[config.mk]
export PLATFORM = sky130hd
export DESIGN_NAME = stereo_crossfader_with_curve_top_flat
export DESIGN_NICKNAME = d
export VERILOG_FILES = /design/src/sv/scfc_pkg.sv /design/src/sv/scfc_in_if.sv /design/src/sv/scfc_out_if.sv /design/src/sv/scfc_cfg_if.sv /design/src/sv/stereo_crossfader_with_curve_top.sv /design/src/sv/scfc_seq.sv /design/src/sv/scfc_dp.sv /design/src/flat_wrapper.sv
export SDC_FILE = /design/constraint.sdc
export NUM_CORES = 2
export LEC_CHECK = 0
export BUFFER_PORTS_ARGS = -buffer_cell sky130_fd_sc_hd__clkbuf_2
export CAP_MARGIN = 20
export CORE_MARGIN = 1
export CORE_UTILIZATION = 30
export CTS_CLUSTER_SIZE = 25
export DETAILED_ROUTE_END_ITERATION = 7
export PLACE_DENSITY_LB_ADDON = 0.15
export SYNTH_ARGS = -nofsm -noshare
export SYNTH_HDL_FRONTEND = slang
export SYNTH_SLANG_ARGS = --single-unit
[constraint.sdc]
create_clock -name clk -period 21.7 [get_ports clk]
set_input_delay 0 -clock clk [delete_from_list [all_inputs] [get_ports clk]]
set_output_delay 0 -clock clk [all_outputs]
set_load 0.1 [all_outputs]
[src/sv/scfc_pkg.sv]
`timescale 1ns / 1ps

package scfc_pkg;

  // Fixed-point constants (positions Q2.14, samples at 1/2048 V)
  localparam int unsigned SMP_W       = 16;
  localparam int unsigned CLIP_W      = 15;
  localparam int unsigned OP_W        = 25;
  localparam int unsigned PROD_W      = 2 * OP_W;
  localparam int unsigned ACC_W       = 36;
  localparam int unsigned CVSUM_W     = 23;
  localparam int unsigned CV_SHIFT    = 11;
  localparam int unsigned RECIP_SHIFT = 26;
  localparam int unsigned CURVE_SHIFT = 14;
  localparam int unsigned MIX_SHIFT   = 15;
  localparam int          ONE_Q14     = 16384;
  localparam int          CV_RND      = 5120;
  localparam int          CURVE_RND   = 8192;
  localparam int          MIX_RND     = 16384;
  // ceil(2^26 / 5); exact floor-divide by 5 for operands below 2^23
  localparam int          RECIP5      = 13421773;
  // Offset (a multiple of 5) that keeps the divide-by-5 operand positive
  localparam int          Q_BIAS      = 2 ** 20;
  localparam int          CV_BIAS     = 5 * Q_BIAS;

  localparam logic signed [SMP_W-1:0] POS_ONE = 16'sd16384;
  localparam logic signed [SMP_W-1:0] NEG_ONE = -16'sd16384;

  // Configuration register indexes
  localparam logic [2:0] REG_KNOB     = 3'd0;
  localparam logic [2:0] REG_TRIM     = 3'd1;
  localparam logic [2:0] REG_FADE     = 3'd2;
  localparam logic [2:0] REG_CV_CONN  = 3'd3;
  localparam logic [2:0] REG_TRIG     = 3'd4;
  localparam logic [2:0] REG_TRIG_LO  = 3'd5;
  localparam logic [2:0] REG_TRIG_HI  = 3'd6;
  localparam logic [2:0] REG_CLIP     = 3'd7;

  // Fade curve codes (any other code is linear)
  localparam logic [1:0] FADE_LOG    = 2'd0;
  localparam logic [1:0] FADE_LINEAR = 2'd1;
  localparam logic [1:0] FADE_EXP    = 2'd2;

  typedef enum logic [1:0] {
    OVR_NONE = 2'd0,
    OVR_NEG  = 2'd1,
    OVR_POS  = 2'd2
  } ovr_t;

  // Microcode fields
  typedef logic [3:0] step_t;
  localparam step_t LAST_STEP = 4'd11;

  typedef enum logic [2:0] {
    MUL_NONE, MUL_CV_TRIM, MUL_RECIP, MUL_CURVE,
    MUL_WA_A1, MUL_WB_B1, MUL_WA_A2, MUL_WB_B2
  } mul_sel_t;

  typedef enum logic [1:0] { ACC_HOLD, ACC_LOAD, ACC_ADD } acc_op_t;
  typedef enum logic [1:0] { RND_ZERO, RND_CV, RND_MIX } rnd_sel_t;
  typedef enum logic [1:0] { POS_HOLD, POS_CV, POS_CURVE } pos_op_t;
  typedef enum logic [1:0] { JC_NEVER, JC_NOT_CVADD, JC_LINEAR } jump_cond_t;

  typedef struct packed {
    mul_sel_t   mul;
    acc_op_t    acc;
    rnd_sel_t   rnd;
    pos_op_t    pos;
    logic       left_wr;
    logic       done;
    jump_cond_t cond;
    step_t      target;
  } uop_t;

  // Branch status from the datapath configuration
  typedef struct packed {
    logic cv_add;
    logic linear;
  } seq_stat_t;

  localparam uop_t UOP_NOP = '{mul: MUL_NONE, acc: ACC_HOLD, rnd: RND_ZERO,
                               pos: POS_HOLD, left_wr: 1'b0, done: 1'b0,
                               cond: JC_NEVER, target: '0};

  // Control store: CV offset, curve shaping, then the two mixes
  function automatic uop_t uop_rom(input step_t s);
    uop_t u;
    u = UOP_NOP;
    unique case (s)
      4'd0: begin
        u.mul    = MUL_CV_TRIM;
        u.cond   = JC_NOT_CVADD;
        u.target = 4'd4;
      end
      4'd1: begin
        u.acc = ACC_LOAD;
        u.rnd = RND_CV;
      end
      4'd2: u.mul = MUL_RECIP;
      4'd3: u.pos = POS_CV;
      4'd4: begin
        u.mul    = MUL_CURVE;
        u.cond   = JC_LINEAR;
        u.target = 4'd6;
      end
      4'd5: u.pos = POS_CURVE;
      4'd6: u.mul = MUL_WA_A1;
      4'd7: begin
        u.mul = MUL_WB_B1;
        u.acc = ACC_LOAD;
        u.rnd = RND_MIX;
      end
      4'd8: begin
        u.mul = MUL_WA_A2;
        u.acc = ACC_ADD;
      end
      4'd9: begin
        u.mul     = MUL_WB_B2;
        u.acc     = ACC_LOAD;
        u.rnd     = RND_MIX;
        u.left_wr = 1'b1;
      end
      4'd10: u.acc = ACC_ADD;
      4'd11: u.done = 1'b1;
      default: u.done = 1'b1;
    endcase
    return u;
  endfunction

endpackage

[src/sv/scfc_in_if.sv]
`timescale 1ns / 1ps

interface scfc_in_if import scfc_pkg::*; ();
  logic                    valid;
  logic                    ready;
  logic signed [SMP_W-1:0] control_voltage;
  logic                    toggle_button;
  logic signed [SMP_W-1:0] sample_a1;
  logic signed [SMP_W-1:0] sample_b1;
  logic signed [SMP_W-1:0] sample_a2;
  logic signed [SMP_W-1:0] sample_b2;
  logic                    a2_present;
  logic                    b2_present;

  modport source (output valid, control_voltage, toggle_button, sample_a1, sample_b1,
                  sample_a2, sample_b2, a2_present, b2_present, input ready);
  modport sink   (input valid, control_voltage, toggle_button, sample_a1, sample_b1,
                  sample_a2, sample_b2, a2_present, b2_present, output ready);
endinterface

[src/sv/scfc_out_if.sv]
`timescale 1ns / 1ps

interface scfc_out_if import scfc_pkg::*; ();
  logic                    valid;
  logic                    ready;
  logic signed [SMP_W-1:0] left_out;
  logic signed [SMP_W-1:0] right_out;
  logic signed [SMP_W-1:0] current_position;

  modport source (output valid, left_out, right_out, current_position, input ready);
  modport sink   (input valid, left_out, right_out, current_position, output ready);
endinterface

[src/sv/scfc_cfg_if.sv]
`timescale 1ns / 1ps

interface scfc_cfg_if import scfc_pkg::*; ();
  logic             valid;
  logic             ready;
  logic [2:0]       index;
  logic [SMP_W-1:0] data;

  modport source (output valid, index, data, input ready);
  modport sink   (input valid, index, data, output ready);
endinterface

[src/sv/stereo_crossfader_with_curve_top.sv]
`timescale 1ns / 1ps
// Each frame runs as a microcode program on a single shared multiplier; the CV
//   offset steps are skipped when CV is unpatched or in trigger mode, and the curve
//   write-back with a linear curve. A new frame is accepted only after the last
//   one finishes; a held result stalls the last step.
// Reset (rst_n low, synchronous): registers at defaults, no override, trigger low.
module stereo_crossfader_with_curve_top import scfc_pkg::*; (
  input logic         clk,
  input logic         rst_n,
  scfc_in_if.sink     in_ch,
  scfc_out_if.source  out_ch,
  scfc_cfg_if.sink    cfg_ch
);

  logic signed [SMP_W-1:0]  knob_r, trim_r, trig_lo_r, trig_hi_r;
  logic [1:0]               fade_r;
  logic                     cv_conn_r, trig_mode_r;
  logic [CLIP_W-1:0]        clip_r;
  ovr_t                     ovr_r, ovr_nxt;
  logic                     sch_r, sch_nxt;
  logic                     fire;
  logic signed [SMP_W-1:0]  man_cur, man_new;
  logic signed [SMP_W-1:0]  a2_eff, b2_eff;
  logic                     in_acc, cfg_acc, out_free, finish, busy;
  uop_t                     uop;
  seq_stat_t                stat;
  logic                     out_valid_r;
  logic signed [SMP_W-1:0]  left_r, right_r, cur_r;
  logic signed [SMP_W-1:0]  left_res, right_res, cur_pos;

  function automatic logic signed [SMP_W-1:0] manual_pos(input ovr_t o,
                                                         input logic signed [SMP_W-1:0] k);
    logic signed [SMP_W-1:0] r;
    case (o)
      OVR_NEG: r = NEG_ONE;
      OVR_POS: r = POS_ONE;
      default: r = (k > POS_ONE) ? POS_ONE : ((k < NEG_ONE) ? NEG_ONE : k);
    endcase
    return r;
  endfunction

  assign in_acc   = in_ch.valid && in_ch.ready;
  assign cfg_acc  = cfg_ch.valid && cfg_ch.ready;
  assign out_free = !out_valid_r || out_ch.ready;

  assign in_ch.ready  = !busy;
  assign cfg_ch.ready = 1'b1;

  // Schmitt trigger on the button or the CV, and toggle override
  always_comb begin
    man_cur = manual_pos(ovr_r, knob_r);
    sch_nxt = sch_r;
    fire    = 1'b0;
    if (in_acc && !cv_conn_r) begin
      if (sch_r) begin
        if (!in_ch.toggle_button) sch_nxt = 1'b0;
      end else if (in_ch.toggle_button) begin
        sch_nxt = 1'b1;
        fire    = 1'b1;
      end
    end else if (in_acc && trig_mode_r) begin
      if (sch_r) begin
        if (in_ch.control_voltage <= trig_lo_r) sch_nxt = 1'b0;
      end else if (in_ch.control_voltage >= trig_hi_r) begin
        sch_nxt = 1'b1;
        fire    = 1'b1;
      end
    end
    ovr_nxt = ovr_r;
    if (fire) ovr_nxt = (man_cur >= 0) ? OVR_NEG : OVR_POS;
    // a knob write drops any override
    if (cfg_acc && cfg_ch.index == REG_KNOB) ovr_nxt = OVR_NONE;
    man_new = manual_pos(ovr_nxt, knob_r);
  end

  assign a2_eff = in_ch.a2_present ? in_ch.sample_a2 : in_ch.sample_b1;
  assign b2_eff = in_ch.b2_present ? in_ch.sample_b2 : in_ch.sample_a1;

  // Configuration registers and toggle state
  always_ff @(posedge clk) begin
    if (!rst_n) begin
      knob_r      <= '0;
      trim_r      <= '0;
      fade_r      <= FADE_LINEAR;
      cv_conn_r   <= 1'b0;
      trig_mode_r <= 1'b0;
      trig_lo_r   <= 16'sd205;
      trig_hi_r   <= 16'sd2048;
      clip_r      <= 15'd24576;
      ovr_r       <= OVR_NONE;
      sch_r       <= 1'b0;
    end else begin
      ovr_r <= ovr_nxt;
      sch_r <= sch_nxt;
      if (cfg_acc) begin
        case (cfg_ch.index)
          REG_KNOB:    knob_r      <= signed'(cfg_ch.data);
          REG_TRIM:    trim_r      <= signed'(cfg_ch.data);
          REG_FADE:    fade_r      <= cfg_ch.data[1:0];
          REG_CV_CONN: cv_conn_r   <= cfg_ch.data[0];
          REG_TRIG:    trig_mode_r <= cfg_ch.data[0];
          REG_TRIG_LO: trig_lo_r   <= signed'(cfg_ch.data);
          REG_TRIG_HI: trig_hi_r   <= signed'(cfg_ch.data);
          REG_CLIP:    clip_r      <= cfg_ch.data[CLIP_W-1:0];
          default:     ;
        endcase
      end
    end
  end

  assign stat.cv_add = cv_conn_r && !trig_mode_r;
  assign stat.linear = (fade_r != FADE_LOG) && (fade_r != FADE_EXP);

  scfc_seq u_seq (
    .clk      (clk),
    .rst_n    (rst_n),
    .start    (in_acc),
    .out_free (out_free),
    .stat     (stat),
    .uop      (uop),
    .finish   (finish),
    .busy     (busy)
  );

  scfc_dp u_dp (
    .clk        (clk),
    .start      (in_acc),
    .uop        (uop),
    .cv         (in_ch.control_voltage),
    .a1         (in_ch.sample_a1),
    .b1         (in_ch.sample_b1),
    .a2         (a2_eff),
    .b2         (b2_eff),
    .man_pos    (man_new),
    .cv_trim    (trim_r),
    .fade_mode  (fade_r),
    .clip_limit (clip_r),
    .left_res   (left_res),
    .right_res  (right_res),
    .cur_pos    (cur_pos)
  );

  // Result register
  always_ff @(posedge clk) begin
    if (!rst_n) begin
      out_valid_r <= 1'b0;
    end else if (finish) begin
      out_valid_r <= 1'b1;
    end else if (out_ch.ready) begin
      out_valid_r <= 1'b0;
    end
  end

  always_ff @(posedge clk) begin
    if (finish) begin
      left_r  <= left_res;
      right_r <= right_res;
      cur_r   <= cur_pos;
    end
  end

  assign out_ch.valid            = out_valid_r;
  assign out_ch.left_out         = left_r;
  assign out_ch.right_out        = right_r;
  assign out_ch.current_position = cur_r;

endmodule

[src/sv/scfc_seq.sv]
`timescale 1ns / 1ps

module scfc_seq import scfc_pkg::*; (
  input  logic      clk,
  input  logic      rst_n,
  input  logic      start,
  input  logic      out_free,
  input  seq_stat_t stat,
  output uop_t      uop,
  output logic      finish,
  output logic      busy
);

  logic  busy_r, busy_nxt;
  step_t step_r, step_nxt;
  uop_t  uop_raw;
  logic  take;

  // Fetch and branch decision
  always_comb begin
    uop_raw = uop_rom(step_r);
    unique case (uop_raw.cond)
      JC_NOT_CVADD: take = !stat.cv_add;
      JC_LINEAR:    take = stat.linear;
      default:      take = 1'b0;
    endcase
  end

  // Step counter: the final word waits until the result register is free
  always_comb begin
    busy_nxt = busy_r;
    step_nxt = step_r;
    if (start) begin
      busy_nxt = 1'b1;
      step_nxt = '0;
    end else if (busy_r) begin
      if (uop_raw.done) begin
        if (out_free) busy_nxt = 1'b0;
      end else if (take) begin
        step_nxt = uop_raw.target;
      end else begin
        step_nxt = step_r + 1'b1;
      end
    end
  end

  always_ff @(posedge clk) begin
    if (!rst_n) begin
      busy_r <= 1'b0;
      step_r <= '0;
    end else begin
      busy_r <= busy_nxt;
      step_r <= step_nxt;
    end
  end

  assign uop    = busy_r ? uop_raw : UOP_NOP;
  assign finish = busy_r && uop_raw.done && out_free;
  assign busy   = busy_r;

`ifndef NO_ASSERTIONS
  a_start_idle: assert property (@(posedge clk) disable iff (!rst_n) start |-> !busy_r)
    else $error("transaction started while sequencer busy");
  a_start_step: assert property (@(posedge clk) disable iff (!rst_n)
    start |=> busy_r && step_r == '0)
    else $error("sequencer did not enter first step");
  a_step_range: assert property (@(posedge clk) disable iff (!rst_n)
    busy_r |-> step_r <= LAST_STEP)
    else $error("step counter out of program range");
  a_finish_idle: assert property (@(posedge clk) disable iff (!rst_n) finish |=> !busy_r)
    else $error("sequencer still busy after finish");
`endif

endmodule

[src/sv/scfc_dp.sv]
`timescale 1ns / 1ps

module scfc_dp import scfc_pkg::*; (
  input  logic                    clk,
  input  logic                    start,
  input  uop_t                    uop,
  input  logic signed [SMP_W-1:0] cv,
  input  logic signed [SMP_W-1:0] a1,
  input  logic signed [SMP_W-1:0] b1,
  input  logic signed [SMP_W-1:0] a2,
  input  logic signed [SMP_W-1:0] b2,
  input  logic signed [SMP_W-1:0] man_pos,
  input  logic signed [SMP_W-1:0] cv_trim,
  input  logic [1:0]              fade_mode,
  input  logic [CLIP_W-1:0]       clip_limit,
  output logic signed [SMP_W-1:0] left_res,
  output logic signed [SMP_W-1:0] right_res,
  output logic signed [SMP_W-1:0] cur_pos
);

  logic signed [SMP_W-1:0]   cv_r, a1_r, b1_r, a2_r, b2_r, man_r;
  logic signed [SMP_W-1:0]   pos_r, pos_nxt;
  logic signed [PROD_W-1:0]  prod_r, prod_nxt;
  logic signed [ACC_W-1:0]   acc_r, acc_nxt, rnd;
  logic signed [SMP_W-1:0]   left_r, left_nxt;
  logic signed [OP_W-1:0]    op_a, op_b, u;
  logic signed [SMP_W:0]     wa, wb;
  logic [CLIP_W-1:0]         mag, f, m2, mag_new;
  logic signed [CVSUM_W-1:0] q, cv_sum;
  logic                      is_log;
  logic signed [SMP_W-1:0]   acc_sat;

  // Saturate the rescaled mix to +/- clip limit
  function automatic logic signed [SMP_W-1:0] sat_out(input logic signed [ACC_W-1:0] a,
                                                      input logic [CLIP_W-1:0] lim);
    logic signed [ACC_W-1:0] v;
    logic signed [ACC_W-1:0] l;
    logic signed [ACC_W-1:0] r;
    v = a >>> MIX_SHIFT;
    l = signed'(ACC_W'(lim));
    if (v > l)       r = l;
    else if (v < -l) r = -l;
    else             r = v;
    return SMP_W'(r);
  endfunction

  // Derived operands
  always_comb begin
    wb     = (SMP_W+1)'(pos_r) + (SMP_W+1)'(ONE_Q14);
    wa     = (SMP_W+1)'(2 * ONE_Q14) - wb;
    mag    = pos_r[SMP_W-1] ? CLIP_W'(-pos_r) : CLIP_W'(pos_r);
    is_log = (fade_mode == FADE_LOG);
    f      = is_log ? mag : CLIP_W'(ONE_Q14) - mag;
    u      = OP_W'(acc_r >>> CV_SHIFT) + OP_W'(CV_BIAS);
  end

  // Shared multiplier operand select
  always_comb begin
    op_a = '0;
    op_b = '0;
    case (uop.mul)
      MUL_CV_TRIM: begin op_a = OP_W'(cv_r);  op_b = OP_W'(cv_trim);        end
      MUL_RECIP:   begin op_a = u;            op_b = OP_W'(RECIP5);         end
      MUL_CURVE:   begin op_a = OP_W'(f);     op_b = OP_W'(f);              end
      MUL_WA_A1:   begin op_a = OP_W'(wa);    op_b = OP_W'(a1_r);           end
      MUL_WB_B1:   begin op_a = OP_W'(wb);    op_b = OP_W'(b1_r);           end
      MUL_WA_A2:   begin op_a = OP_W'(wa);    op_b = OP_W'(a2_r);           end
      MUL_WB_B2:   begin op_a = OP_W'(wb);    op_b = OP_W'(b2_r);           end
      default:     begin op_a = '0;           op_b = '0;                    end
    endcase
    prod_nxt = (uop.mul == MUL_NONE) ? prod_r : op_a * op_b;
  end

  // Accumulator with rounding constant
  always_comb begin
    case (uop.rnd)
      RND_CV:  rnd = ACC_W'(CV_RND);
      RND_MIX: rnd = ACC_W'(MIX_RND);
      default: rnd = '0;
    endcase
    case (uop.acc)
      ACC_LOAD: acc_nxt = ACC_W'(prod_r) + rnd;
      ACC_ADD:  acc_nxt = acc_r + ACC_W'(prod_r);
      default:  acc_nxt = acc_r;
    endcase
  end

  // Position update: CV offset with clamp, or curve shaping
  always_comb begin
    q       = CVSUM_W'(prod_r >>> RECIP_SHIFT);
    cv_sum  = CVSUM_W'(man_r) + q - CVSUM_W'(Q_BIAS);
    m2      = CLIP_W'((prod_r + PROD_W'(CURVE_RND)) >>> CURVE_SHIFT);
    mag_new = is_log ? m2 : CLIP_W'(ONE_Q14) - m2;
    case (uop.pos)
      POS_CV: begin
        if (cv_sum > CVSUM_W'(POS_ONE))      pos_nxt = POS_ONE;
        else if (cv_sum < CVSUM_W'(NEG_ONE)) pos_nxt = NEG_ONE;
        else                                 pos_nxt = SMP_W'(cv_sum);
      end
      POS_CURVE: pos_nxt = pos_r[SMP_W-1] ? -SMP_W'(mag_new) : SMP_W'(mag_new);
      default:   pos_nxt = pos_r;
    endcase
  end

  assign acc_sat  = sat_out(acc_r, clip_limit);
  assign left_nxt = uop.left_wr ? acc_sat : left_r;

  // Frame capture at start, otherwise microcode-driven updates
  always_ff @(posedge clk) begin
    if (start) begin
      cv_r  <= cv;
      a1_r  <= a1;
      b1_r  <= b1;
      a2_r  <= a2;
      b2_r  <= b2;
      man_r <= man_pos;
      pos_r <= man_pos;
    end else begin
      pos_r <= pos_nxt;
    end
    prod_r <= prod_nxt;
    acc_r  <= acc_nxt;
    left_r <= left_nxt;
  end

  assign left_res  = left_r;
  assign right_res = acc_sat;
  assign cur_pos   = man_r;

endmodule

[src/flat_wrapper.sv]
// flat-port wrapper written by rule: the top's interface ports become plain ports
module stereo_crossfader_with_curve_top_flat import scfc_pkg::*;
  (clk, rst_n, in_ch_valid, in_ch_control_voltage, in_ch_toggle_button, in_ch_sample_a1, in_ch_sample_b1, in_ch_sample_a2, in_ch_sample_b2, in_ch_a2_present, in_ch_b2_present, in_ch_ready, out_ch_valid, out_ch_left_out, out_ch_right_out, out_ch_current_position, out_ch_ready, cfg_ch_valid, cfg_ch_index, cfg_ch_data, cfg_ch_ready);
  scfc_in_if in_ch_i ();
  scfc_out_if out_ch_i ();
  scfc_cfg_if cfg_ch_i ();
  input logic clk;
  input logic rst_n;
  input wire logic [$bits(in_ch_i.valid)-1:0] in_ch_valid;
  input wire logic [$bits(in_ch_i.control_voltage)-1:0] in_ch_control_voltage;
  input wire logic [$bits(in_ch_i.toggle_button)-1:0] in_ch_toggle_button;
  input wire logic [$bits(in_ch_i.sample_a1)-1:0] in_ch_sample_a1;
  input wire logic [$bits(in_ch_i.sample_b1)-1:0] in_ch_sample_b1;
  input wire logic [$bits(in_ch_i.sample_a2)-1:0] in_ch_sample_a2;
  input wire logic [$bits(in_ch_i.sample_b2)-1:0] in_ch_sample_b2;
  input wire logic [$bits(in_ch_i.a2_present)-1:0] in_ch_a2_present;
  input wire logic [$bits(in_ch_i.b2_present)-1:0] in_ch_b2_present;
  output wire logic [$bits(in_ch_i.ready)-1:0] in_ch_ready;
  output wire logic [$bits(out_ch_i.valid)-1:0] out_ch_valid;
  output wire logic [$bits(out_ch_i.left_out)-1:0] out_ch_left_out;
  output wire logic [$bits(out_ch_i.right_out)-1:0] out_ch_right_out;
  output wire logic [$bits(out_ch_i.current_position)-1:0] out_ch_current_position;
  input wire logic [$bits(out_ch_i.ready)-1:0] out_ch_ready;
  input wire logic [$bits(cfg_ch_i.valid)-1:0] cfg_ch_valid;
  input wire logic [$bits(cfg_ch_i.index)-1:0] cfg_ch_index;
  input wire logic [$bits(cfg_ch_i.data)-1:0] cfg_ch_data;
  output wire logic [$bits(cfg_ch_i.ready)-1:0] cfg_ch_ready;
  assign in_ch_i.valid = in_ch_valid;
  assign in_ch_i.control_voltage = in_ch_control_voltage;
  assign in_ch_i.toggle_button = in_ch_toggle_button;
  assign in_ch_i.sample_a1 = in_ch_sample_a1;
  assign in_ch_i.sample_b1 = in_ch_sample_b1;
  assign in_ch_i.sample_a2 = in_ch_sample_a2;
  assign in_ch_i.sample_b2 = in_ch_sample_b2;
  assign in_ch_i.a2_present = in_ch_a2_present;
  assign in_ch_i.b2_present = in_ch_b2_present;
  assign in_ch_ready = in_ch_i.ready;
  assign out_ch_valid = out_ch_i.valid;
  assign out_ch_left_out = out_ch_i.left_out;
  assign out_ch_right_out = out_ch_i.right_out;
  assign out_ch_current_position = out_ch_i.current_position;
  assign out_ch_i.ready = out_ch_ready;
  assign cfg_ch_i.valid = cfg_ch_valid;
  assign cfg_ch_i.index = cfg_ch_index;
  assign cfg_ch_i.data = cfg_ch_data;
  assign cfg_ch_ready = cfg_ch_i.ready;
  stereo_crossfader_with_curve_top u_core (.clk(clk), .rst_n(rst_n), .in_ch(in_ch_i), .out_ch(out_ch_i), .cfg_ch(cfg_ch_i));
endmodule
-- After elaboration in Yosys (flattened, before gate mapping)
Cells that the tools add are included.
- bits in registers: 353
- bits in latches: 0
- memory bits (writable): 0
- memory bits (read-only): 0
- input bits: 107
- output and inout bits: 51
- word-level logic and storage cells: 176
- memories kept: 0
- add/sub/neg operators: 14
- multipliers: 1
- divide/modulo/power cells: 0
- magnitude comparators: 9
- equality and inequality tests: 37
- shifts and indexed selects: 0
- multiplexer cells: 49
- bitwise operators: 1
- reductions and logical operators: 39
- operator list (operator ; number):
    $pmux 25 s7 ; 1
    $mux 16 ; 10
    $pmux 25 s5 ; 1
    $pmux 16 s2 ; 3
    $pmux 36 s2 ; 1
    $mul 25x25->49 ; 1
    $mux 15 ; 3
    $add 36x16->36 ; 1
    $add 36x36->36 ; 1
    $lt 21x36->1 ; 1
    $neg 15->36 ; 1
    $pmux 15 s2 ; 1
    $sub 15x15->15 const A ; 2
    $add 29x15->29 const B ; 1
    $add 25x24->25 const B ; 1
    $eq 3x3->1 const B ; 8
    $add 16x23->23 ; 1
    $gt 23x16->1 const B ; 1
    $lt 23x15->1 const B ; 1
    $sub 23x22->23 const B ; 1
    $gt 21x16->1 ; 1
    $pmux 3 s7 ; 1
    $mux 1 ; 18
    $reduce_and 2->1 ; 9
    37 further kinds ; 80

-- Longest topological paths before layout
- word-level depth: 11
- depth in mapped cells: 41
- gate-level depth less buffers: 37

-- Cells and area by module
From an unflattened synthesis, not the netlist that was laid out.
- cell total of the unflattened synthesis: 4576
- area total of the unflattened synthesis: 43716.9 um^2
- by module, submodules not included (module ; instances ; cells each ; area an instance (um^2) ; seq. area each (um^2)):
    scfc_dp ; 1 ; 3848 ; 36871.6 ; 6396.1
    stereo_crossfader_with_curve_top ; 1 ; 634 ; 6187.2 ; 3183.1
    scfc_seq ; 1 ; 94 ; 658.1 ; 100.1

-- Worst setup path after synthesis
OpenSTA, ideal clock, no wires.
- kind: flip-flop to flip-flop
- from: register u_core.u_seq.busy_r, in the netlist u_core.u_seq.busy
- to: register u_core.u_dp.prod_r[41], data pin
- library setup time: 0.260 ns
- arrival: 9.370 ns
- required time: 21.440 ns
- setup slack: 12.071 ns
- cell stages (with the launch flop): 34
- buffers on the path: 4
- clock period less this slack: 9.629 ns
- cell sequence: dfxtp_1 inv_1 clkbuf_1 a31oi_1 a211oi_2 clkbuf_1 a22oi_1 o211ai_1 clkbuf_1 nand2_1 fa_1 inv_1 fa_1 inv_1 fa_1 fa_1 inv_1 fa_1 fa_1 inv_1 fa_1 inv_1 ha_1 clkbuf_1 a21oi_1 o21bai_1 a21o_1 a21o_1 a221oi_1 nand2_1 a221oi_1 o211ai_1 o221ai_1 xnor2_1
- cells in the longest elaborated chain, start to end: 5
- elaborated cells between the ends (all ways): 13
- classes of those cells: mul: 1; eq/ne: 7; mux: 3; reduce/logical: 2
- ends and longest elaborated chain (item ; line ; RTL):
    from (decl) ; scfc_seq.sv:14 ; logic busy_r, busy_nxt;
    from (signal assigned) ; scfc_seq.sv:52 ; busy_r <= busy_nxt;
    $mux 17 (*) ; scfc_seq.sv:57 ; assign uop = busy_r ? uop_raw : UOP_NOP;
    $eq 3x3->1 ; scfc_dp.sv:61 ; case (uop.mul)
    $reduce_or 2->1 (no line) ; -- ;
    $pmux 25 s5 ; scfc_dp.sv:61 ;
    $mul 25x25->49 (*) ; scfc_dp.sv:71 ; prod_nxt = (uop.mul == MUL_NONE) ? prod_r : op_a * op_b;
    to (signal assigned) ; scfc_dp.sv:121 ; prod_r <= prod_nxt;
    to (decl) ; scfc_dp.sv:23 ; logic signed [PROD_W-1:0] prod_r, prod_nxt;
Every way passes the cells marked *; elsewhere a longest branch is shown, timed or not.
A chain may end at the register's enable or synchronous reset.

-- Final worst setup path
- from: register u_core.u_seq.step_r[3]
- to: register u_core.u_dp.prod_r[41], data pin
- cells in the longest elaborated chain, start to end: 7
- elaborated cells between the ends (all ways): 21
- classes of those cells: mul: 1; eq/ne: 13; mux: 4; reduce/logical: 3
- ends and longest elaborated chain (item ; line ; RTL):
    from (decl) ; scfc_seq.sv:15 ; step_t step_r, step_nxt;
    from (signal assigned) ; scfc_seq.sv:53 ; step_r <= step_nxt;
    $eq 4x4->1, or another cell as far along ; scfc_pkg.sv:89 ; unique case (s)
    $pmux 3 s7 (*) ; scfc_pkg.sv:89 ;
    $mux 17 (*) ; scfc_seq.sv:57 ;
    $eq 3x3->1 ; scfc_dp.sv:61 ;
    $reduce_or 2->1 (no line) ; -- ;
    $pmux 25 s5 ; scfc_dp.sv:61 ;
    $mul 25x25->49 (*) ; scfc_dp.sv:71 ;
Marks and branches as above.

==> summary.txt <==
Critical path
  • Cell family with most CP delay: adder cells
  • Critical Path End Type: register
  • Crit start category: register
  • Max FO, Critical Path: 26
  • R2r endpoint: u_core.u_dp.prod_r[41]
  • Setup slack, reg-to-reg: 10070 ps
  • Critical path buffers and inverters: 7
  • Register-to-Register Path Depth: 33
  • Setup CP Type: register to register
  • Critical path required time: 22040 ps
  • Crit path largest cell delay: 1000 ps
  • R2R Path Start: u_core.u_seq.step_r[3]
  • Slowest-stage cell, CP: a211oi_4
  • Most frequent cell on the critical path: fa_1
  • CP Data Arrival Time: 11970 ps
  • Crit path launch: u_core.u_seq.step_r[3]

Routing
  • DRC: 0
  • DR vias: 33560
  • Wire per inst: 22.09 um
  • Iteration-0 DRC Markers: 2329
  • WL final: 149.5 mm
  • Via density: 4.958
  • Drt pass-1 iters: 5
  • Final ANT Viol Nets: 0

Worst hold path
  • Hold/Removal Path Class: input port to register
  • Hold_sp: rst_n
  • Hold path endpoint: u_core.trig_hi_r[11]
  • Hold path depth: 3

Job
  • Maxcap violations: 0

Final layout
  • Core Util, Final: 33.99%
  • Regs by FF count: u_core.u_dp.prod_r (49), u_core.u_dp.acc_r (36)
  • Most common cell after layout, fill and taps aside: inv_1
  • Layout cells sized above 1: 8.122%
  • Antenna cells: 0
  • Fin area: 49410 um2
  • Register bank with the most flops: u_core.u_dp.prod_r
  • Most frequent cells in the layout: inv_1, fa_1, nand2_1
  • Max FFs per register: 49
  • Area Overhead vs Synth: 12.50%
  • Finished Layout Cells: 6768
  • Final nets: 5887

Placed design
  • Pre-CTS setup slack: 10140 ps
  • Placed cells: 6584
  • Placed cell area: 46970 um2
  • Post-DP HPWL: 120.2 mm
  • RePlAce Congestion: 0.8805
  • Port bufs: 156

Power and ir drop
  • Maximum vdd drop: 0.00004594 V
  • Total Power: 2.612 mW
  • Leakage power: 22.71 nW
  • PD cells: 52.86 nW/um2

Logic synthesis
  • Synthesized cell area: 43920 um2
  • Async set-or-reset flop fraction in the synthesized netlist: 0%
  • Post-synth EDFFs: 261
  • Synth Instances: 4632
  • Yosys reg bits: 353
  • YS warnings: 0
  • Sequential area share after synthesis: 22.04%
  • Synth cell types: 94
  • Average cell area after synthesis: 9.482 um2
  • Post-Syn Nets: 5702
  • Top_reg_cell synth: edfxtp_1

CTS
  • Htree depth: 2
  • TritonCTS Buffers: 43
  • Resized Gates After CTS: 0
  • CTS root buf: clkbuf_16
  • Worst-path clk slew: 70 ps
  • Max clock buf depth: 3
  • CTS Sinks: 353
  • CTS tree: built
  • Clock latency on the worst-skew pair: 620 ps

Timing
  • Worst slew pin tran: 1273 ps
  • Sum Neg Setup Slack: 0 ps
  • Worst hold slack: 53.80 ps
  • Clock skew: 39.09 ps
  • Final min period: 11630 ps
  • Slew Limit Fails: 0
  • Share of the clock period used by the worst path: 53.61%
  • Setup violators final: 0
  • Final Hold Violating Endpoints: 0
  • Final worst-path setup slack: 10070 ps
  • Max-slew headroom: 15.14%
  • Highest clock rate: 0.08596 GHz
  • RSZ-0062 raised after global routing: no

Floorplanning
  • Die Y: 384.6 um
  • I/O Pins: 158
  • FP Rows: 140
  • Die area: 147900 um2
  • Starting Density: 30.21%
  • Placeable Area: 145400 um2
  • Die W: 384.6 um

Run status
  • Status: completed

Global routing
  • Largest net degree at the start of global routing: 89
  • First-pass GRT wire length: 223.4 mm
  • GRT overflow: 0
  • Initial antenna violation count: 9
  • Vias in the first global route: 34050
  • GRT Resource Usage Total: 20.41%
## where the power goes
| part | switching [mW] | total, mW | internal (mW) |
|---|---|---|---|
| combinational | 0.672 | 1.02 | 0.349 |
| sequential | 0.0753 | 0.868 | 0.793 |
| clock | 0.313 | 0.723 | 0.410 |
| total | 1.06 | 2.61 | 1.55 |
## how the worst max path moves through the flow
stage                             end  slack (ps)  depth (start not counted)
5_1_grt        u_core.u_dp.prod_r[41]        9410                         32
3_5_place_dp   u_core.u_dp.prod_r[41]       10140                         33
4_1_cts        u_core.u_dp.prod_r[41]       10150                         33
6_report       u_core.u_dp.prod_r[41]       10070                         33
3_3_place_gp   u_core.u_dp.prod_r[41]       10260                         33
2_1_floorplan  u_core.u_dp.prod_r[41]       12070                         33
## synth_stat cells (all sizes together) (12+ instances only)
cell type | count | area share [%]
a211oi | 31 | 0.55
a21boi | 82 | 1.4
a21o | 68 | 1.2
a21oi | 147 | 1.7
a221oi | 16 | 0.32
a22oi | 41 | 0.70
a31oi | 16 | 0.23
and2 | 61 | 0.87
and3 | 25 | 0.36
buf | 32 | 0.39
clkbuf | 151 | 1.3
dfxtp | 92 | 4.2
edfxtp | 261 | 18
fa | 644 | 29
ha | 319 | 9.1
inv | 830 | 7.1
mux2 | 35 | 0.90
mux2i | 25 | 0.60
nand2 | 501 | 4.3
nand2b | 60 | 0.85
nand3 | 56 | 0.64
nand4 | 43 | 0.63
nor2 | 361 | 3.1
nor2b | 33 | 0.47
nor3 | 69 | 0.84
nor3b | 12 | 0.21
nor4 | 26 | 0.43
o211ai | 24 | 0.42
o21a | 35 | 0.60
o21ai | 115 | 1.3
o21bai | 18 | 0.32
o31ai | 17 | 0.31
or2 | 21 | 0.30
or3 | 27 | 0.38
xnor2 | 133 | 2.7
xor2 | 42 | 0.84
## worst reg2reg max path: cells and delay by family, from the launching register on
kind	cells	cell delay [ps]
adder cells (fa/ha/maj)	9	4410
AO/OA/AOI/OAI	11	3850
AND/OR/NAND/NOR	5	1200
buffers and inverters	7	1090
flip-flops	1	760
XOR/XNOR	1	90
## layout make-up
| cell class | count | area (um2) |
|---|---|---|
| Clock buffer | 52 | 1120 |
| Sequential cell | 353 | 9679 |
| Clock inverter | 27 | 275.3 |
| Tap cell | 1917 | 2399 |
| Timing Repair Buffer | 323 | 2297 |
| Fill cell | 15050 | 95980 |
| Multi-Input combinational cell | 3266 | 30530 |
| Inverter | 830 | 3118 |
## cell families (layout without fill, tap and decap cells)
group / Yosys count / after routing / synth area share (%)
AO/OA/AOI/OAI: 728 / 728 / 11.51
XOR/XNOR: 175 / 175 / 3.524
adder cells (fa/ha/maj): 963 / 963 / 38.44
buffers and inverters: 1013 / 1232 / 8.774
flip-flops: 353 / 353 / 22.04
multiplexers: 60 / 60 / 1.496
other: 1 / 1 / 0.008538
AND/OR/NAND/NOR: 1339 / 1339 / 14.21
## layer usage
layer	up-vias	wire [um]	track usage (%)
met3	170	10250	3.598
met1	16900	65310	27.82
met2	953	68760	32.72
li1	15530	-	-
met5	-	33	0
met4	4	5120	6.511
## timing repair
action                                 in CTS  in global routing
endpoints found under the hold margin     166                  0
buffers inserted                            0                  0
hold buffers                              105                  0
Note: power is estimated with default switching activity, not from simulation.
